`config.mk`:
```
export PLATFORM = sky130hd
export DESIGN_NAME = dpd_fifo
export DESIGN_NICKNAME = d
export VERILOG_FILES = /design/src/hw/rtl/dpd_pkg.sv /design/src/hw/rtl/dpd_fifo.sv
export SDC_FILE = /design/constraint.sdc
export NUM_CORES = 1
export LEC_CHECK = 0
export BUFFER_PORTS_ARGS = -buffer_cell sky130_fd_sc_hd__buf_2
export CAP_MARGIN = 20
export CORE_MARGIN = 2
export CORE_UTILIZATION = 39
export CTS_BUF_LIST = sky130_fd_sc_hd__clkbuf_4
export DETAILED_ROUTE_END_ITERATION = 6
export MAX_ROUTING_LAYER = met4
export PLACE_DENSITY = 0.67
export RECOVER_POWER = 100
export SLEW_MARGIN = 20
export SYNTH_ARGS = -nofsm -noshare
export SYNTH_HDL_FRONTEND = slang
export SYNTH_SLANG_ARGS = --single-unit
```
`constraint.sdc`:
```
create_clock -name clk -period 4 [get_ports clk]
set_input_delay 0.6 -clock clk [delete_from_list [all_inputs] [get_ports clk]]
set_output_delay 0.6 -clock clk [all_outputs]
set_load 0.03 [all_outputs]
```
`src/hw/rtl/dpd_pkg.sv`:
```
// Shared types and constants for the depth pixel deprojection block.
// Used by every module under hw/rtl except dpd_div; depends on nothing else.
package dpd_pkg;

	localparam int COL_W        = 12;
	localparam int DEPTH_W      = 16;
	localparam int QDEPTH_W     = 12;
	localparam int SUM_W        = 15;
	localparam int CNT_W        = 4;
	localparam int WIN_N        = 9;
	localparam int SIZE_W       = 13;
	localparam int PARAM_W      = 16;
	localparam int Z_W          = 20;
	localparam int COORD_W      = 32;
	localparam int CFG_ADDR_W   = 3;
	localparam int CFG_DATA_W   = 16;
	localparam int IN_DATA_W    = 168;
	localparam int OUT_DATA_W   = 88;
	localparam int FIFO_DEPTH   = 4;

	localparam logic [DEPTH_W-1:0] DEPTH_LOW  = 16'd200;
	localparam logic [DEPTH_W-1:0] DEPTH_HIGH = 16'd3000;

	localparam logic [SIZE_W-1:0]  RST_WIDTH  = 13'd640;
	localparam logic [SIZE_W-1:0]  RST_HEIGHT = 13'd480;
	localparam logic [PARAM_W-1:0] RST_FOCAL  = 16'd9600;
	localparam logic [PARAM_W-1:0] RST_PRIN_X = 16'd5120;
	localparam logic [PARAM_W-1:0] RST_PRIN_Y = 16'd3840;

	typedef enum logic [CFG_ADDR_W-1:0] {
		REG_IMAGE_WIDTH  = 3'd0,
		REG_IMAGE_HEIGHT = 3'd1,
		REG_FOCAL_X      = 3'd2,
		REG_FOCAL_Y      = 3'd3,
		REG_PRINCIPAL_X  = 3'd4,
		REG_PRINCIPAL_Y  = 3'd5
	} dpd_reg_t;

	typedef struct packed {
		logic [SIZE_W-1:0]  image_width;
		logic [SIZE_W-1:0]  image_height;
		logic [PARAM_W-1:0] focal_x;
		logic [PARAM_W-1:0] focal_y;
		logic [PARAM_W-1:0] principal_x;
		logic [PARAM_W-1:0] principal_y;
	} dpd_cfg_t;

	typedef struct packed {
		logic [COL_W-1:0]   column;
		logic [COL_W-1:0]   row;
		logic [DEPTH_W-1:0] centre;
		logic [SUM_W-1:0]   sum;
		logic [CNT_W-1:0]   cnt;
	} dpd_entry_t;

endpackage

```
`src/hw/rtl/dpd_fifo.sv`:
```
// Short queue between the front and back parts of the deprojection block.
// Depends on dpd_pkg for the entry type.
module dpd_fifo #(
	parameter int DEPTH = dpd_pkg::FIFO_DEPTH
) (
	input  logic                clk,
	input  logic                arst_n,
	input  logic                push,
	input  dpd_pkg::dpd_entry_t wdata,
	input  logic                pop,
	output dpd_pkg::dpd_entry_t rdata,
	output logic                full,
	output logic                empty
);

	localparam int AW = (DEPTH > 1) ? $clog2(DEPTH) : 1;
	localparam int CW = $clog2(DEPTH + 1);

	dpd_pkg::dpd_entry_t mem_q [DEPTH];
	logic [AW-1:0] wptr_q, rptr_q;
	logic [CW-1:0] cnt_q;
	logic          do_push, do_pop;

	assign full    = cnt_q == CW'(DEPTH);
	assign empty   = cnt_q == '0;
	assign do_push = push && !full;
	assign do_pop  = pop && !empty;
	assign rdata   = mem_q[rptr_q];

	always_ff @(posedge clk or negedge arst_n) begin
		if (!arst_n) begin
			wptr_q <= '0;
			rptr_q <= '0;
			cnt_q  <= '0;
		end else begin
			if (do_push) begin
				wptr_q <= (wptr_q == AW'(DEPTH - 1)) ? '0 : wptr_q + 1'b1;
			end
			if (do_pop) begin
				rptr_q <= (rptr_q == AW'(DEPTH - 1)) ? '0 : rptr_q + 1'b1;
			end
			if (do_push && !do_pop) begin
				cnt_q <= cnt_q + 1'b1;
			end else if (do_pop && !do_push) begin
				cnt_q <= cnt_q - 1'b1;
			end
		end
	end

	always_ff @(posedge clk) begin
		if (do_push) begin
			mem_q[wptr_q] <= wdata;
		end
	end

endmodule

```
---- Yosys cells after proc, flatten, opt, wreduce, memory -nomap -nowiden ----
Memories as Yosys holds them, arrays and structs flattened.
Index checks and enable logic that the tools add are counted.
storage, ports and cells
  word-level logic and storage cells ...... 27
  bits in writable memories ............... 236
  bits in registers ....................... 7
  output and inout bits ................... 61
  memories ................................ 1
cells by class
  $add $sub $neg .......................... 4
  multiplexer cells ....................... 6
  reduce and logical (&&, ||, !) cells .... 10
  equal/unequal tests ..................... 3
memory list
  name   depth  width  read ports  clocked after memory_dff  write ports  RTL line        RTL
  mem_q  4      59     1           0                         1            dpd_fifo.sv:19  dpd_pkg::dpd_entry_t mem_q [DEPTH];
operators by type and width
  cell                 number
  $mux 3               2
  $add 2x1->2 const B  2
  $eq 2x2->1 const B   2
  $logic_and 1x1->1    4
  $logic_not 1->1      4
  $mux 2               2
  $add 3x1->3 const B  1
  $eq 3x3->1 const B   1
  $logic_not 3->1      1
  $sub 3x1->3 const B  1
  $mux 1               2
  $reduce_bool 2->1    1

---- Longest topological paths before layout ----
  depth after elaboration ................. 7
  mapped depth ............................ 8
  mapped depth without buffers ............ 8

---- Worst setup path before layout ----
OpenSTA, ideal clock, no wires.
  path kind ............................... input to register
  from .................................... in push
  to ...................................... mem mem_q[3][0] in the netlist's numbering (enable)
  cell stages on the path ................. 2
  data arrival time ....................... 3135 ps
  buffers on the path ..................... 0
  slack ................................... 387 ps
  path through ............................ nand2_1 -> nor2_1
between the ends
  cells in the longest elaborated chain, start to end .. 3
ends and longest elaborated chain
  what                          RTL line        RTL
  start, declared               dpd_fifo.sv:8   input logic push,
  $logic_and 1x1->1             dpd_fifo.sv:26  assign do_push = push && !full;
  $mux 1                        dpd_fifo.sv:51  if (do_push) begin
  $mux 1 (implied by the code)  dpd_fifo.sv:52  mem_q[wptr_q] <= wdata;
  end, declared                 dpd_fifo.sv:19
No other way between the ends.

==> impl_metrics.py <==
metrics = {
    "placed_design": {
        "gp_congestion": 0.716,
        "dpl.hpwl_microns": 9150,
        "portBuffers": 123,
        "placed_area_sq_mm": 0.00991,
    },
    "logic_synthesis": {
        "syn_avg_cell_area_sq_um": 26.1,
        "ys.flop_type": "edfxtp_1",
        "ys_seq_elements": 243,
        "yosysWarnings": 0,
        "synthCells": 346,
        "synthArstFlopShare_pct": 2.88,
        "syn-num-nets": 416,
        "ys_seq_area_share_pct": 80.4,
        "synth_edf_count": 236,
        "synth_top_area_share_pct": 78.4,
        "synth_common_cells": "edfxtp_1 (236), mux4_2 (59), dfrtp_1 (7)",
        "yosysMostFrequentCell": "edfxtp_1",
        "yosysTopAreaCell": "edfxtp_1",
        "yosysUniqueCellTypes": 23,
        "synth_area_sq_mm": 0.00904,
        "synth.area.top_cells": "edfxtp_1 (78%), mux4_2 (15%), dfrtp_1 (1.9%)",
    },
    "critical_path": {
        "crit_fanout": 35,
        "cp.required_ns": 3.40,
        "cpPeakStageDelay_ns": 1.02,
        "worst_setup_path_start_kind": "register",
        "path_class": "register to primary output",
        "crit_slowest_cell": "dfrtp_2",
        "critical_path.cell_chain": "buf_12 > mux4_2 > clkbuf_1",
        "arrival_ns": 2.81,
        "end_kind": "primary output",
    },
    "grt": {
        "antenna_found_initial": 1,
        "grt_max_degree": 62,
        "grt_overflow_total": 0,
        "grt_pass1_vias": 4821,
        "grt_usage_pct": 14.4,
        "grt_pass1_wl_microns": 25400,
    },
    "clocking": {
        "post_cts_buffers": 0,
        "cts_buffers": 66,
        "cts.reportedPaths.clkPinSlew_ns": 0.06,
        "htreeDepth": 3,
        "cts_tree": "yes",
        "cts_buffer_depth": 3,
        "insertion_delay_ns": 0.62,
        "cts_resized": 0,
        "cts-root-buf": "clkbuf_4",
        "numClockSinks": 243,
    },
    "sta": {
        "slew_headroom_pct": -48.0,
        "whs_ns": 0.238,
        "rsz0062_at_grt": "false",
        "skew_ns": 0.0291,
        "finalCritPeriodShare_pct": 85.2,
        "final-hold-violation-count": 0,
        "period_minus_slack_ns": 3.41,
        "setup-tns-final_ns": 0,
        "worst_pin_slew_ns": 2.21,
        "drv_slew": 201,
        "finalSetupViolCount": 0,
        "fmax_mhz": 293,
    },
    "final_layout": {
        "layout.nets": 596,
        "drive_gt1_share_pct": 32.5,
        "syn2layout_area_growth_pct": 16.5,
        "design_area_sq_mm": 0.0105,
    },
    "detailed_routing": {
        "viasPerCell": 4.92,
        "drt_wl_total_microns": 16600,
        "drc": 0,
        "antenna_left": 0,
        "wire_per_inst_microns": 19.4,
        "vias": 4196,
        "drt_iter0_markers": 194,
        "drt-pass1-iter-count": 4,
    },
    "status": {
        "violations": "capacitance limit, slew limit",
        "status": "complete, but fails checks",
    },
    "power_and_ir_drop": {
        "power_density_mw_per_mm2": 791,
        "ir_drop_mv": 0.382,
        "power.leakage_nw": 3.42,
    },
    "job": {
        "drv_cap": 4,
    },
    "floorplanning": {
        "die-area_sq_mm": 0.0244,
        "initial_utilization_pct": 39.8,
        "die_h_microns": 156,
        "io_pins": 124,
        "fp.coreArea_sq_mm": 0.0227,
        "die_x_microns": 156,
        "row_count": 55,
    },
    "worst_hold_path": {
        "hp-class": "input port to register",
    },
}
==> routing by layer <==
metal  wire (microns)  global-route usage [%]  vias up  part of all wire [%]
met5                0                       -        -                     0
met2             8690                    23.9      130                    52
li1                 -                       -     1884                     -
met4              282                    6.51        0                   1.7
met3              948                    4.49       23                   5.7
met1             6630                    16.0     2159                    40
==> what timing repair did <==
item,in CTS,in global routing
setup endpoints to repair,0,0
hold endpoints to repair,7,0
hold buffers,1,0
==> cell families after synthesis <==
| family | after synthesis | synth area share [%] |
|---|---|---|
| AOI/OAI and AO/OA | 2 | 0.222 |
| xor gates and xnor gates | 3 | 0.291 |
| adders and majority gates | 7 | 1.05 |
| buffers and inverters | 17 | 1.95 |
| DFF | 243 | 80.4 |
| muxes | 63 | 15.3 |
| and+or+nand+nor | 11 | 0.844 |
==> final cells by class <==
| type | count | area, sq um |
|---|---|---|
| diodes | 1 | 2.50 |
| clock buffers | 101 | 758 |
| clock inverters | 7 | 26.3 |
| fillers | 1990 | 12200 |
| inverters | 3 | 11.3 |
| multi-input cells | 86 | 1580 |
| flip-flops and latches | 243 | 7270 |
| well taps | 285 | 357 |
| repair buffers | 126 | 526 |
==> registers in the layout, indices dropped and copies added, names as in the netlist <==
register	flops
mem_q	236
rptr_q	2
wptr_q	2
cnt_q	3
==> report_power, final <==
group,switching (mW),total (mW),internal (mW)
Sequential,0.347,3.73,3.38
Combinational,1.62,2.54,0.918
Clock,0.922,2.06,1.13
==> stage by stage <==
stage / util [%] / std cells / setup WS (ns) / total power, mW
global route: 46.4 / 852 / 0.319 / 8.78
finish: 46.4 / 852 / 0.591 / 8.33
CTS: 47.1 / 851 / 0.686 / 8.62
floorplan: - / 346 / 0.387 / 5.81
detailed placement: 43.6 / 742 / 1.39 / 6.51
global placement: 43.6 / 742 / 1.40 / 6.44
==> cell usage in the layout (no fill, tap or decap), types with 2 or more instances in the layout <==
cell	Yosys	routed
xor2_1	2	2
dfrtp_1	7	5
buf_2	6	11
mux2_4	2	2
and2_2	0	3
nor2_1	3	3
clkbuf_4	0	101
buf_12	6	2
clkbuf_1	1	112
clkinv_1	0	5
nor3_1	2	2
inv_1	3	3
edfxtp_1	236	236
inv_2	0	2
ha_1	6	6
mux4_2	59	59
==> path summary, 6_finish.rpt <==
kind | from | end | slack, ns | cells after the start
max | rptr_q[0] | rdata[15] | 0.59 | 3
min | wdata[56] | mem_q[0][56] | 0.24 | 1
max reg2reg | wptr_q[0] | mem_q[3][37] | 0.98 | 4
min reg2reg | cnt_q[2] | cnt_q[2] | 0.54 | 1
max in group asynchronous | arst_n | rptr_q[1] | 3.20 | 2
min in group asynchronous | arst_n | cnt_q[1] | 0.44 | 2
==> critical path, delay by kind of cell, from the launching register on <==
kind | cells | cell delay, ns
mux | 1 | 0.57
buf+inv | 2 | 0.60
flops | 1 | 1.02
No activity file was read; power rests on OpenSTA's default activity.
