`src/hw/rtl/dpd_pkg.sv`:
```
// Shared types and constants for the depth pixel deprojection block.
// Used by every module under hw/rtl except dpd_div; depends on nothing else.
package dpd_pkg;

	localparam int COL_W        = 12;
	localparam int DEPTH_W      = 16;
	localparam int QDEPTH_W     = 12;
	localparam int SUM_W        = 15;
	localparam int CNT_W        = 4;
	localparam int WIN_N        = 9;
	localparam int SIZE_W       = 13;
	localparam int PARAM_W      = 16;
	localparam int Z_W          = 20;
	localparam int COORD_W      = 32;
	localparam int CFG_ADDR_W   = 3;
	localparam int CFG_DATA_W   = 16;
	localparam int IN_DATA_W    = 168;
	localparam int OUT_DATA_W   = 88;
	localparam int FIFO_DEPTH   = 4;

	localparam logic [DEPTH_W-1:0] DEPTH_LOW  = 16'd200;
	localparam logic [DEPTH_W-1:0] DEPTH_HIGH = 16'd3000;

	localparam logic [SIZE_W-1:0]  RST_WIDTH  = 13'd640;
	localparam logic [SIZE_W-1:0]  RST_HEIGHT = 13'd480;
	localparam logic [PARAM_W-1:0] RST_FOCAL  = 16'd9600;
	localparam logic [PARAM_W-1:0] RST_PRIN_X = 16'd5120;
	localparam logic [PARAM_W-1:0] RST_PRIN_Y = 16'd3840;

	typedef enum logic [CFG_ADDR_W-1:0] {
		REG_IMAGE_WIDTH  = 3'd0,
		REG_IMAGE_HEIGHT = 3'd1,
		REG_FOCAL_X      = 3'd2,
		REG_FOCAL_Y      = 3'd3,
		REG_PRINCIPAL_X  = 3'd4,
		REG_PRINCIPAL_Y  = 3'd5
	} dpd_reg_t;

	typedef struct packed {
		logic [SIZE_W-1:0]  image_width;
		logic [SIZE_W-1:0]  image_height;
		logic [PARAM_W-1:0] focal_x;
		logic [PARAM_W-1:0] focal_y;
		logic [PARAM_W-1:0] principal_x;
		logic [PARAM_W-1:0] principal_y;
	} dpd_cfg_t;

	typedef struct packed {
		logic [COL_W-1:0]   column;
		logic [COL_W-1:0]   row;
		logic [DEPTH_W-1:0] centre;
		logic [SUM_W-1:0]   sum;
		logic [CNT_W-1:0]   cnt;
	} dpd_entry_t;

endpackage

```
`src/hw/rtl/dpd_front.sv`:
```
// Input side: takes words, checks the window against image bounds and depth range,
// and pushes a summary entry into the queue. Depends on dpd_pkg.
module dpd_front (
	input  logic                                clk,
	input  logic                                arst_n,
	input  dpd_pkg::dpd_cfg_t                   cfg,
	input  logic                                in_valid,
	output logic                                in_ready,
	input  logic [dpd_pkg::IN_DATA_W-1:0]       in_data,
	input  logic                                q_full,
	output logic                                push,
	output dpd_pkg::dpd_entry_t                 entry
);

	localparam int W = dpd_pkg::WIN_N;
	localparam logic [1:0] DC [W] = '{2'd1, 2'd0, 2'd1, 2'd2, 2'd0, 2'd2, 2'd0, 2'd1, 2'd2};
	localparam logic [1:0] DR [W] = '{2'd1, 2'd0, 2'd0, 2'd0, 2'd1, 2'd1, 2'd2, 2'd2, 2'd2};

	logic [dpd_pkg::COL_W-1:0]    col_in, row_in;
	logic [2:0]                   col_ok, row_ok;
	logic [dpd_pkg::QDEPTH_W-1:0] qd_in [W];
	logic [W-1:0]                 qm_in;

	logic                         v_s1;
	logic [dpd_pkg::COL_W-1:0]    col_s1, row_s1;
	logic [dpd_pkg::DEPTH_W-1:0]  centre_s1;
	logic [dpd_pkg::QDEPTH_W-1:0] qd_s1 [W];
	logic [W-1:0]                 qm_s1;

	assign col_in = in_data[dpd_pkg::COL_W-1:0];
	assign row_in = in_data[2*dpd_pkg::COL_W-1:dpd_pkg::COL_W];

	always_comb begin
		col_ok[0] = (col_in != '0) && ({1'b0, col_in} - 13'd1 < cfg.image_width);
		col_ok[1] = {1'b0, col_in} < cfg.image_width;
		col_ok[2] = ({1'b0, col_in} + 13'd1) < cfg.image_width;
		row_ok[0] = (row_in != '0) && ({1'b0, row_in} - 13'd1 < cfg.image_height);
		row_ok[1] = {1'b0, row_in} < cfg.image_height;
		row_ok[2] = ({1'b0, row_in} + 13'd1) < cfg.image_height;
	end

	for (genvar i = 0; i < W; i++) begin : g_win
		logic [dpd_pkg::DEPTH_W-1:0] d;
		assign d = in_data[2*dpd_pkg::COL_W + i*dpd_pkg::DEPTH_W +: dpd_pkg::DEPTH_W];
		assign qm_in[i] = col_ok[DC[i]] && row_ok[DR[i]] &&
			(d > dpd_pkg::DEPTH_LOW) && (d < dpd_pkg::DEPTH_HIGH);
		assign qd_in[i] = qm_in[i] ? d[dpd_pkg::QDEPTH_W-1:0] : '0;
	end

	assign in_ready = !v_s1 || !q_full;
	assign push     = v_s1 && !q_full;

	always_ff @(posedge clk or negedge arst_n) begin
		if (!arst_n) begin
			v_s1 <= 1'b0;
		end else if (in_ready) begin
			v_s1 <= in_valid;
		end
	end

	always_ff @(posedge clk) begin
		if (in_ready && in_valid) begin
			col_s1    <= col_in;
			row_s1    <= row_in;
			centre_s1 <= in_data[2*dpd_pkg::COL_W +: dpd_pkg::DEPTH_W];
			qd_s1     <= qd_in;
			qm_s1     <= qm_in;
		end
	end

	always_comb begin
		entry.column = col_s1;
		entry.row    = row_s1;
		entry.centre = centre_s1;
		entry.sum    = '0;
		entry.cnt    = '0;
		for (int i = 0; i < W; i++) begin
			entry.sum = entry.sum + dpd_pkg::SUM_W'(qd_s1[i]);
			entry.cnt = entry.cnt + dpd_pkg::CNT_W'(qm_s1[i]);
		end
	end

endmodule

```
`config.mk`:
```
export PLATFORM = sky130hd
export DESIGN_NAME = dpd_front
export DESIGN_NICKNAME = d
export VERILOG_FILES = /design/src/hw/rtl/dpd_pkg.sv /design/src/hw/rtl/dpd_front.sv
export SDC_FILE = /design/constraint.sdc
export NUM_CORES = 1
export LEC_CHECK = 0
export ABC_AREA = 1
export BUFFER_PORTS_ARGS = -buffer_cell sky130_fd_sc_hd__buf_2
export CAP_MARGIN = 10
export CORE_ASPECT_RATIO = 2
export CORE_UTILIZATION = 49
export DETAILED_ROUTE_END_ITERATION = 10
export PLACE_DENSITY = 0.78
export SKIP_LAST_GASP = 1
export SYNTH_ARGS = -nofsm -noshare
export SYNTH_HDL_FRONTEND = slang
export SYNTH_SLANG_ARGS = --single-unit
```
`constraint.sdc`:
```
create_clock -name clk -period 9.2 [get_ports clk]
set_input_delay 1.38 -clock clk [delete_from_list [all_inputs] [get_ports clk]]
set_output_delay 1.38 -clock clk [all_outputs]
set_load 0.02 [all_outputs]
```
After elaboration in Yosys (flattened, before gate mapping)
Cells that the tools add are included.
{"block": "classes", "addsub": 20, "magnitude_cmp": 24, "reduce_logical": 36}
{"cell": "$gt 16x8->1 const B", "n": 9}
{"cell": "$lt 16x12->1 const B", "n": 9}
{"cell": "$add 15x12->15", "n": 5}
{"cell": "$lt 13x13->1", "n": 4}
{"cell": "$logic_and 1x1->1", "n": 31}
{"cell": "$add 12x1->13 const B", "n": 2}
{"cell": "$lt 12x13->1", "n": 2}
{"cell": "$sub 12x1->13 const B", "n": 2}
{"cell": "$reduce_bool 12->1", "n": 2}
{"cell": "$add 4x1->4", "n": 5}
{"cell": "$add 14x12->15", "n": 1}
{"cell": "$add 13x12->14", "n": 1}
{"cell": "$add 12x12->13", "n": 1}
{"cell": "$add 3x1->4", "n": 1}
{"cell": "$add 2x1->3", "n": 1}
{"cell": "$add 1x1->2", "n": 1}
{"cell": "$logic_not 1->1", "n": 2}
{"cell": "$logic_or 1x1->1", "n": 1}
{"block": "word_totals", "regBits": 158, "elab_cells": 94}

Longest topological paths before layout
Gate-level depths: netlist of run 1.
{"block": "logic_depth", "word_depth": 8, "mapped_depth": 20, "ltp_nobuf": 19}

Worst setup path before layout of run 1
Ideal clock, no wire load.
{"block": "synth_path", "path_kind": "in2reg", "startpoint": "input in_valid", "endpoint": "register centre_s1[0] (netlist name) (enable)", "setup_ps": 725, "t_arrival_ps": 8970, "slack_ps": -495, "path_stages": 2, "cell_sequence": "inv_1 a21oi_1"}
{"block": "synth_between", "elab_chain_cells": 1}
{"item": "start, declared", "line": "dpd_front.sv:7", "text": "input logic in_valid,"}
{"item": "$logic_and 1x1->1", "line": "dpd_front.sv:62", "text": "if (in_ready && in_valid) begin"}
{"item": "end signal, assigned", "line": "dpd_front.sv:65", "text": "centre_s1 <= in_data[2*dpd_pkg::COL_W +: dpd_pkg::DEPTH_W];"}
{"item": "end, declared", "line": "dpd_front.sv:26", "text": "logic [dpd_pkg::DEPTH_W-1:0] centre_s1;"}
No other way between the ends.
A chain may end at the register's enable or synchronous reset.

==> results.txt, run 1 <==
CTS Buffer Depth = 2
Core area = 24630 um2
Setup Skew = 11.78 ps
R2R setup slack = 6420 ps
CTS Hold Bufs = 0
Synth top area share = 38.10%
Pwr Density = 207.2 nW/um2
Total grt overflow = 0
Max transition margin = 30.74%
Diode count = 0
Multi-input logic area = 6137 um2
Clk_lat worst skew = 430 ps
R2r endpoint = qd_s1[31]$_SDFFCE_PN0P_
Critical Path Start = qd_s1[2]$_SDFFCE_PN0P_
CTS Root Cell = clkbuf_16
Layout cell share with drive strength beyond 1 = 21.71%
Critical path's top delay family = adder cells
Post-Syn Instances = 1382
Area leader, netlist = edfxtp_1
# resized after CTS = 0
Fmax = 163.7 MHz
CTS tree = done
Total global-route track usage = 25.11%
Slowest CP cell = fa_1
Count leader, synth = inv_1
Input/output buffers = 258
H-tree levels = 4
Static Leak = 7.649 nW
Drt pass-1 iters = 5
DIE AREA = 25930 um2
Share of flip-flops with an asynchronous set or reset = 0.6329%
RSZ-0062 raised after global routing = no
Initial Util = 50.25%
Worst hold path type = flop to flop
VDD IR max = 0.1265 mV
Worst Setup EP = entry[18]
WHS = 622.4 ps
Area Overhead vs Synth = 17.62%
R2R Path Start = v_s1$_DFFE_PN0N_
Worst Reg-to-Reg Cells = 3
Post-Route Setup TNS = 0 ps
TritonCTS Sinks = 158
Drt via density = 4.893
WS Path Type = flop to primary output
Tightest Pin Transition = 1039 ps
Gpl congestion = 0.9139
PnR worst setup slack = 3092 ps
Routed len/inst = 15.60 um
CP max FO = 4
CP startpoint kind = flop
TritonCTS buffer count = 17
Status = finished clean
Crit path capture type = primary output
Mapped Area = 12370 um2
Final hold violation count = 0
First-pass GRT wire length = 47980 um
Tcrit/Tclk final = 66.39%
Synth cell count leaders = 368 x inv_1, 231 x nand2_1, 157 x edfxtp_1, 150 x nor2_1, 94 x ha_1
FF+latch count, synth = 158
Netlist cell types = 31
Ports = 323
Place WS = 3480 ps
Worst path bufs/invs = 5
Drt drc = 0
CP most frequent cell = fa_1
WP depth = 16
Die Ht = 226.7 um
Reg area = 4740 um2
CP required = 7820 ps
Fill count = 2180
Post-synth net total = 1825
Row count = 81
Main flop type after synthesis = edfxtp_1
Initial antenna violation count = 0
Post-CTS setup repair buffer count = 0
Final setup vio count = 0
Crit path time final = 6108 ps
Dpl hpwl = 26390 um
Largest net degree at the start of global routing = 82
EDFF count, synth = 157
Worst path max stage delay = 550 ps
Arrival time worst endpoint = 4730 ps
DRT iter0 DRCs = 390
Clk slew on worst S/H paths = 60 ps
Vias = 9762
Slew Limit Fails = 0
Area contributors post-synth = edfxtp_1 38%, fa_1 14%, inv_1 11%
Total power draw = 3.015 mW
Antenna-violating nets left = 0
Layout Nets = 2094
Total of warnings raised by yosys = 0
Register area share after synthesis = 38.30%
Die X = 114.4 um
Vias in the first global route = 9887
Mean post-synth cell area = 8.954 um2
Drt total wl = 31110 um
CP cell instances = inv_1 -> fa_1 -> inv_1 -> fa_1 -> fa_1 -> inv_1 -> fa_1 -> inv_1 -> ha_1 -> fa_1 -> nand3_1 -> nand2_1 -> nand3_1 -> nand4_1 -> xor2_1 -> buf_2
Total of max-cap violations = 0
[layout by cell type (no fill, tap or decap), drive strengths merged]
cell type and count:
o21ai 16, nand4 20, fa 87, and2 2, nor4 6, buf 260
a21boi 2, o21bai 3, bufinv 1, nand3 64, dfrtp 1, nand2 236
clkbuf 21, nor2 188, clkinv 1, xnor2 5, ha 94, o211ai 1
a21oi 46, xor2 37, clkinvlp 3, inv 381, nand3b 2, nor3 29
edfxtp 157
[cells by family (layout without fill, tap and decap cells)]
group / after synthesis / count (layout) / synth area share (%)
buffers and inverters: 386 / 667 / 12.19
xor gates and xnor gates: 42 / 42 / 2.973
adders and majority gates: 181 / 181 / 23.58
DFF: 158 / 158 / 38.30
and+or+nand+nor: 547 / 547 / 20.08
AOI/OAI and AO/OA: 68 / 68 / 2.872
[area by class of cell]
type,instances,share of cell area [%]
Multi-Input combinational cell,838,42.16
Clock buffer,21,3.026
Sequential cell,158,32.56
Inverter,376,9.697
Tap cell,332,2.854
Timing Repair Buffer,260,8.974
Clock inverter,10,0.7221
[report_power, final]
part | switching, mW | internal (mW) | leakage, nW
Combinational | 0.979 | 0.526 | 5.82
Sequential | 0.0136 | 0.829 | 1.57
Clock | 0.292 | 0.375 | 0.256
Total | 1.28 | 1.73 | 7.65
[metal layers]
| layer | vias up | global-route usage (%) | share of wire (%) |
|---|---|---|---|
| li1 | 4800 | - | - |
| met1 | 4625 | 23.58 | 33 |
| met2 | 280 | 50.95 | 60 |
| met3 | 57 | 4.010 | 3.8 |
| met4 | 0 | 11.65 | 3.9 |
| met5 | - | 0 | 0 |
[worst min-delay path by stage]
stage / cells after the start / start / slack (ps) / to
final: 2 / v_s1$_DFFE_PN0N_ / 620 / v_s1$_DFFE_PN0N_
after global routing: 2 / v_s1$_DFFE_PN0N_ / 650 / v_s1$_DFFE_PN0N_
after CTS: 2 / v_s1$_DFFE_PN0N_ / 610 / v_s1$_DFFE_PN0N_
after detailed placement: 2 / v_s1$_DFFE_PN0N_ / 600 / v_s1$_DFFE_PN0N_
after global placement: 2 / v_s1$_DFFE_PN0N_ / 570 / v_s1$_DFFE_PN0N_
after floorplan: 2 / v_s1$_DFFE_PN0N_ / 640 / v_s1$_DFFE_PN0N_
[registers in the layout, indices dropped and copies added (netlist names)]
register   count
qd_s1        108
v_s1           1
qm_s1          9
col_s1        12
row_s1        12
centre_s1     16
[worst min-delay path, delay by kind of cell (launching register included)]
family	cells	cell delay, ps
DFF	1	420
and+or+nand+nor	2	170
[stage by stage]
stage	cells	area, um2	util, %
6_report	1995	14560	59.10
5_1_grt	1995	14560	59.10
4_1_cts	1995	14560	59.10
3_5_place_dp	1964	14010	56.89
3_3_place_gp	1964	14010	56.89
2_1_floorplan	1382	12380	-
No activity file was read; power rests on OpenSTA's default activity.
==> run 2: changes to the inputs <==
--- a/config.mk
+++ b/config.mk
@@ -9,9 +9,9 @@
 export BUFFER_PORTS_ARGS = -buffer_cell sky130_fd_sc_hd__buf_2
 export CAP_MARGIN = 10
 export CORE_ASPECT_RATIO = 2
-export CORE_UTILIZATION = 49
+export CORE_UTILIZATION = 55
 export DETAILED_ROUTE_END_ITERATION = 10
-export PLACE_DENSITY = 0.78
+export PLACE_DENSITY = 0.83
 export SKIP_LAST_GASP = 1
 export SYNTH_ARGS = -nofsm -noshare
 export SYNTH_HDL_FRONTEND = slang
==> constraint.sdc (replaced) <==
create_clock -name clk -period 6.26 [get_ports clk]
set_input_delay 0.939 -clock clk [delete_from_list [all_inputs] [get_ports clk]]
set_output_delay 0.939 -clock clk [all_outputs]
set_load 0.02 [all_outputs]
==> run 2 against run 1 <==
- critical path type unchanged
- clock power increased by 48%
- critical endpoint unchanged
- power grew 47%
- utilization up 6.6 points
- hold slack got worse by 360 ps
- combinational power rose by 47%
- via count rose by 0.43%
- worst setup slack lost 2400 ps
- sequential share of layout area increased by 0.14 points
- wire length increased by 0.34%
- sequential cell count stayed put
- largest cell class unchanged
- count of clock-buffer cells in the layout fell by 2
==> results.txt, run 2 (synthesis gave the netlist of run 1 again) <==
Status = finished clean
CP most frequent cell = fa_1
Largest register FFs = 108 (unchanged)
CTS tree = done
Clk slew on worst S/H paths = 70 ps (about the same)
H-tree levels = 4 (unchanged)
Drt via density = 5.056 (+3.3%)
Core area = 22060 um2 (-10%)
Gpl congestion = 0.8980 (-1.7%)
Drt pass-1 iters = 5 (unchanged)
RSZ-0062 raised after global routing = no
CP max FO = 4 (unchanged)
Drt drc = 0 (unchanged)
Most frequent cells in the layout = 368 x inv_1, 258 x buf_2, 231 x nand2_1, 157 x edfxtp_1, 150 x nor2_1
Dpl cell area = 13940 um2 (-0.46%)
Pwr Density = 306.5 nW/um2 (+48%)
Tightest Pin Transition = 913.2 ps (-125.7 ps)
VDD IR max = 0.7801 mV (+520%)
Die X = 108.1 um (-5.5%)
Total grt overflow = 0 (unchanged)
Area Overhead vs Synth = 17.11%
DIE AREA = 23140 um2 (-11%)
Initial Util = 56.09% (+5.8 points)
First-pass GRT wire length = 48380 um (+0.82%)
CP startpoint kind = flop
Crit path time final = 5589 ps
Crit path capture type = primary output
Setup Skew = 8.941 ps (-2.841 ps)
Fill count = 1842 (-16%)
Max transition margin = 39.12% (+8.4 points)
Routed len/inst = 16.10 um (+3.2%)
Slowest CP cell = fa_1
Comb pwr share = 49.9% (about the same)
Design area = 14490 um2 (-0.44%)
Row count = 77 (-4.9%)
Layout Nets = 2093 (-0.048%)
TritonCTS buffer count = 17 (unchanged)
DRT iter0 DRCs = 466 (+19%)
Initial antenna violation count = 2 (+2)
Final hold violation count = 0 (unchanged)
Fmax = 178.9 MHz
Arrival time worst endpoint = 4650 ps (-80 ps)
CP cell instances = inv_1 -> fa_1 -> inv_1 -> fa_1 -> fa_1 -> inv_1 -> fa_1 -> inv_1 -> ha_1 -> fa_1 -> nand3_1 -> nand2_1 -> nand3_1 -> nand4_1 -> xor2_1 -> buf_2
Layout cell share with drive strength beyond 1 = 21.72% (about the same)
Commonest non-fill, non-tap cell in the layout = inv_1
Die Ht = 214.1 um (-5.6%)
WS Path Type = flop to primary output
Vias in the first global route = 10.21k (+3.3%)
CTS Buffer Depth = 2 (unchanged)
Clk_lat worst skew = 440 ps (about the same)
CP required = 5320 ps (-2500 ps)
Tcrit/Tclk final = 89.28%
Biggest registers after layout = qd_s1 (108), centre_s1 (16)
Post-CTS setup repair buffer count = 0 (unchanged)
Sw frac = 42.70% (+0.098 points)
Total global-route track usage = 28.32% (+3.2 points)
Total of max-cap violations = 0 (unchanged)
Final setup vio count = 0 (unchanged)
Ports = 323 (unchanged)
CTS Hold Bufs = 0 (unchanged)
Power share of the clock group = 22.2% (about the same)
CTS Root Cell = clkbuf_16
Largest register by flop count = qd_s1
Post-layout util = 65.68% (+6.6 points)
TritonCTS Sinks = 158 (unchanged)
Sequential Power Share = 27.9% (about the same)
R2R setup slack = 4450 ps (-1970 ps)
Worst hold path type = input pin to async pin
Drt total wl = 31220 um (+0.34%)
Non-filler cells, final = 1939 (-2.8%)
Worst path max stage delay = 540 ps (about the same)
Antenna-violating nets left = 0 (unchanged)
Input/output buffers = 258 (unchanged)
Largest net degree at the start of global routing = 155 (+89%)
Vias = 9804 (+0.43%)
# resized after CTS = 0 (unchanged)
Dpl hpwl = 26120 um (-1.0%)
Slew Limit Fails = 0 (unchanged)
Placed cells = 1907 (-2.9%)
Static Leak = 7.660 nW (+0.15%)
Switch Pwr = 1.897 mW (+48%)
Post-Route Setup TNS = 0 ps (unchanged)
Cell internal pwr = 2.545 mW (+47%)
-- run 2: cell count changes in the layout (fill, tap and decap cells not counted) --
cell,before,now
clkinvlp_4,3,1
inv_6,5,4
clkinv_2,0,3
buf_4,2,0
diode_2,0,1
inv_8,0,1
buf_12,0,1
clkinv_1,0,1
clkbuf_1,4,2
-- run 2: power by group through the flow --
stage          registers, mW  clock network (mW)  logic [mW]
2_1_floorplan           1.28                   0        1.51
3_3_place_gp            1.26                   0        2.20
3_5_place_dp            1.26                   0        2.24
4_1_cts                 1.24               0.993        2.25
5_1_grt                 1.24                1.03        2.48
6_report                1.24               0.987        2.22
-- run 2: area by class of cell --
class	instances	area, um2	share of cell area (%)
Inverter	376	1411	9.739
Multi-Input combinational cell	838	6137	42.35
Tap cell	276	345.3	2.383
Antenna cell	1	2.502	0.01727
Timing Repair Buffer	259	1311	9.049
Clock inverter	12	111.4	0.7684
Clock buffer	19	432.9	2.987
Sequential cell	158	4740	32.71
-- run 2: metal layers --
metal  part of all wire [%]  global-route usage [%]  wire [um]
met2                     58                   55.90      18140
met1                     32                   25.65       9864
met3                    4.6                   4.620       1449
met4                    5.6                   16.39       1735
met5                  0.093                       0         29
-- run 2: worst paths after layout --
path,startpoint,to,cells past startpoint
hold / removal,arst_n,v_s1$_DFFE_PN0N_,1
min in group clk,v_s1$_DFFE_PN0N_,v_s1$_DFFE_PN0N_,2
setup reg to reg,v_s1$_DFFE_PN0N_,qd_s1[24]$_SDFFCE_PN0P_,2
max in group asynchronous,arst_n,v_s1$_DFFE_PN0N_,1
hold reg to reg,v_s1$_DFFE_PN0N_,v_s1$_DFFE_PN0N_,2
setup / recovery,qd_s1[2]$_SDFFCE_PN0P_,entry[18],16
-- run 2: worst max-delay path: cells and delay by family, from the launching register on --
kind | cells | cell delay (ps)
adder cells (fa/ha/maj) | 6 | 2770
AND/OR/NAND/NOR | 4 | 460
flip-flops | 1 | 330
buffers and inverters | 5 | 430
XOR/XNOR | 1 | 220
-- run 2: stage by stage --
stage          power (mW)  setup slack (ps)  hold WS [ps]
6_report            4.442             670.8         259.1
4_1_cts             4.479             594.8         250.2
2_1_floorplan       2.796             314.9         640.1
5_1_grt             4.748             380.8         251.2
3_3_place_gp        3.455              1097         556.1
3_5_place_dp        3.498              1078         588.9
==> run 3: changes to the inputs <==
--- a/config.mk
+++ b/config.mk
@@ -12,6 +12,7 @@
 export CORE_UTILIZATION = 55
 export DETAILED_ROUTE_END_ITERATION = 10
 export PLACE_DENSITY = 0.83
+export REMOVE_ABC_BUFFERS = 1
 export SKIP_LAST_GASP = 1
 export SYNTH_ARGS = -nofsm -noshare
 export SYNTH_HDL_FRONTEND = slang
==> run 3 against run 2 <==
- design area is 0.25% higher
- clock power hardly changed
- non-clock buffer count is 2 higher
- worst setup slack worse by 33 ps
- utilization grew 0.16 points
- fmax is 0.58% lower
- sequential cell count unchanged
- combinational power hardly changed
- largest power group unchanged
- first-iteration DRC count grew 0.86%
- critical path type unchanged
- clock skew about the same
- critical path depth unchanged
- highest routed layer unchanged
- power rose by 0.40%
==> results.txt, run 3 (synthesis gave the netlist of run 1 again) <==
Status = finished clean
CTS Hold Bufs = 0 (unchanged)
Layout Nets = 2095 (+0.096%)
Row count = 77 (unchanged)
Initial antenna violation count = 2 (unchanged)
Total power draw = 4.459 mW (+0.40%)
Total global-route track usage = 28.81% (+0.49 points)
Worst hold path type = input pin to async pin
DRT iter0 DRCs = 470 (+0.86%)
Tightest Pin Transition = 977.3 ps (+64.03 ps)
Max transition margin = 34.70% (-4.4 points)
Total grt overflow = 0 (unchanged)
Final setup vio count = 0 (unchanged)
Most frequent cells in the layout = 368 x inv_1, 258 x buf_2, 231 x nand2_1, 157 x edfxtp_1, 150 x nor2_1
Post-CTS setup repair buffer count = 0 (unchanged)
Vias in the first global route = 10.15k (-0.64%)
# resized after CTS = 0 (unchanged)
CP required = 5320 ps (about the same)
CTS Root Cell = clkbuf_16
Biggest registers after layout = qd_s1 (108), centre_s1 (16)
Commonest non-fill, non-tap cell in the layout = inv_1
Vias = 9828 (+0.24%)
Routed len/inst = 16.26 um (+1.0%)
Layout cell share with drive strength beyond 1 = 21.98% (+0.26 points)
Input/output buffers = 258 (unchanged)
Pwr Density = 307.0 nW/um2 (+0.15%)
Initial Util = 56.09% (unchanged)
RSZ-0062 raised after global routing = no
CP most frequent cell = fa_1
Core area = 22060 um2 (unchanged)
VDD IR max = 0.8053 mV (+3.2%)
H-tree levels = 4 (unchanged)
First-pass GRT wire length = 48850 um (+0.99%)
Largest register by flop count = qd_s1
Post-layout util = 65.85% (+0.16 points)
Design area = 14530 um2 (+0.25%)
Dpl hpwl = 26740 um (+2.4%)
Ports = 323 (unchanged)
Clk_lat worst skew = 440 ps (about the same)
Largest net degree at the start of global routing = 59 (-62%)
Drt drc = 0 (unchanged)
Tcrit/Tclk final = 89.81% (+0.52 points)
Dpl cell area = 13950 um2 (about the same)
Slowest CP cell = fa_1
Largest register FFs = 108 (unchanged)
Die Ht = 214.1 um (unchanged)
Area Overhead vs Synth = 17.40%
TritonCTS Sinks = 158 (unchanged)
TritonCTS buffer count = 17 (unchanged)
Antenna-violating nets left = 0 (unchanged)
CP cell instances = inv_1 -> fa_1 -> inv_1 -> fa_1 -> fa_1 -> inv_1 -> fa_1 -> inv_1 -> ha_1 -> fa_1 -> nand3_1 -> nand2_1 -> nand3_1 -> nand4_1 -> xor2_1 -> buf_2
Drt pass-1 iters = 5 (unchanged)
CP max FO = 4 (unchanged)
Drt total wl = 31610 um (+1.3%)
DIE AREA = 23140 um2 (unchanged)
Fill count = 1831 (-0.60%)
Gpl congestion = 0.9466 (+5.4%)
Arrival time worst endpoint = 4680 ps (+30 ps)
Crit path time final = 5622 ps (+32.79 ps)
CP startpoint kind = flop
Static Leak = 7.670 nW (+0.13%)
Slew Limit Fails = 0 (unchanged)
Fmax = 177.9 MHz (-0.58%)
CTS tree = done
Crit path capture type = primary output
Clk slew on worst S/H paths = 70 ps (about the same)
Drt via density = 5.056 (about the same)
Setup Skew = 8.810 ps (-0.1309 ps)
Total of max-cap violations = 0 (unchanged)
Worst path max stage delay = 550 ps (about the same)
Final hold violation count = 0 (unchanged)
WS Path Type = flop to primary output
CTS Buffer Depth = 2 (unchanged)
Die X = 108.1 um (unchanged)
==> run 3: cell count changes in the layout (fill, tap and decap cells not counted), sizes merged <==
cell | previous run | this run
buf | 259 | 261
bufinv | 1 | 0
clkbuf | 19 | 17
clkinvlp | 1 | 3
diode | 1 | 3
inv | 381 | 383
==> run 3: cell type report <==
| cell class | instances | area, um2 | share of cell area (%) |
|---|---|---|---|
| Clock inverter | 15 | 147.6 | 1.016 |
| Antenna cell | 3 | 7.507 | 0.05168 |
| Sequential cell | 158 | 4740 | 32.62 |
| Timing Repair Buffer | 261 | 1314 | 9.043 |
| Inverter | 376 | 1411 | 9.715 |
| Clock buffer | 17 | 425.4 | 2.928 |
| Tap cell | 276 | 345.3 | 2.377 |
| Multi-Input combinational cell | 838 | 6137 | 42.24 |
==> run 3: worst paths after layout <==
check                                          to                   start  depth (start not counted)  slack [ps]
max                                     entry[18]  qd_s1[2]$_SDFFCE_PN0P_                         16         640
min                              v_s1$_DFFE_PN0N_                  arst_n                          1         260
min in group clk                 v_s1$_DFFE_PN0N_        v_s1$_DFFE_PN0N_                          2         600
max reg2reg                centre_s1[1]$_DFFE_PP_        v_s1$_DFFE_PN0N_                          2        3900
max in group asynchronous        v_s1$_DFFE_PN0N_                  arst_n                          1        5920
min reg2reg                      v_s1$_DFFE_PN0N_        v_s1$_DFFE_PN0N_                          2         600
==> run 3: worst max-delay path, delay by kind of cell, from the launching register on <==
kind          cells  cell delay (ps)
flops             1              320
buf+inv           5              430
simple gates      4              460
fa+ha+maj         6             2800
xor+xnor          1              240
==> run 3: through the flow <==
step / instances / setup WS, ps / setup TNS, ps / hold WS, ps
after detailed placement: 1909 / 1099 / 0 / 585.5
final: 1944 / 638.0 / 0 / 257.6
after global placement: 1909 / 1116 / 0 / 579.3
after floorplan: 1372 / -2994 / -470030 / 616.2
after CTS: 1941 / 618.8 / 0 / 247.3
after global routing: 1942 / 423.7 / 0 / 244.4
==> run 3: where the power goes <==
part	switching, mW	leakage [nW]	internal, mW
combinational	1.43	5.83	0.779
sequential	0.0198	1.57	1.22
clock	0.481	0.271	0.527
total	1.94	7.67	2.52
==> run 3: layer usage <==
layer / part of all wire (%) / wire length [um] / up-vias / global-route usage, %
met5: 0.032 / 10 / - / 0
met1: 31 / 9864 / 4583 / 26.15
met2: 59 / 18500 / 349 / 57.11
met4: 5.1 / 1602 / 2 / 14.93
met3: 5.2 / 1638 / 81 / 5.410
li1: - / - / 4813 / -
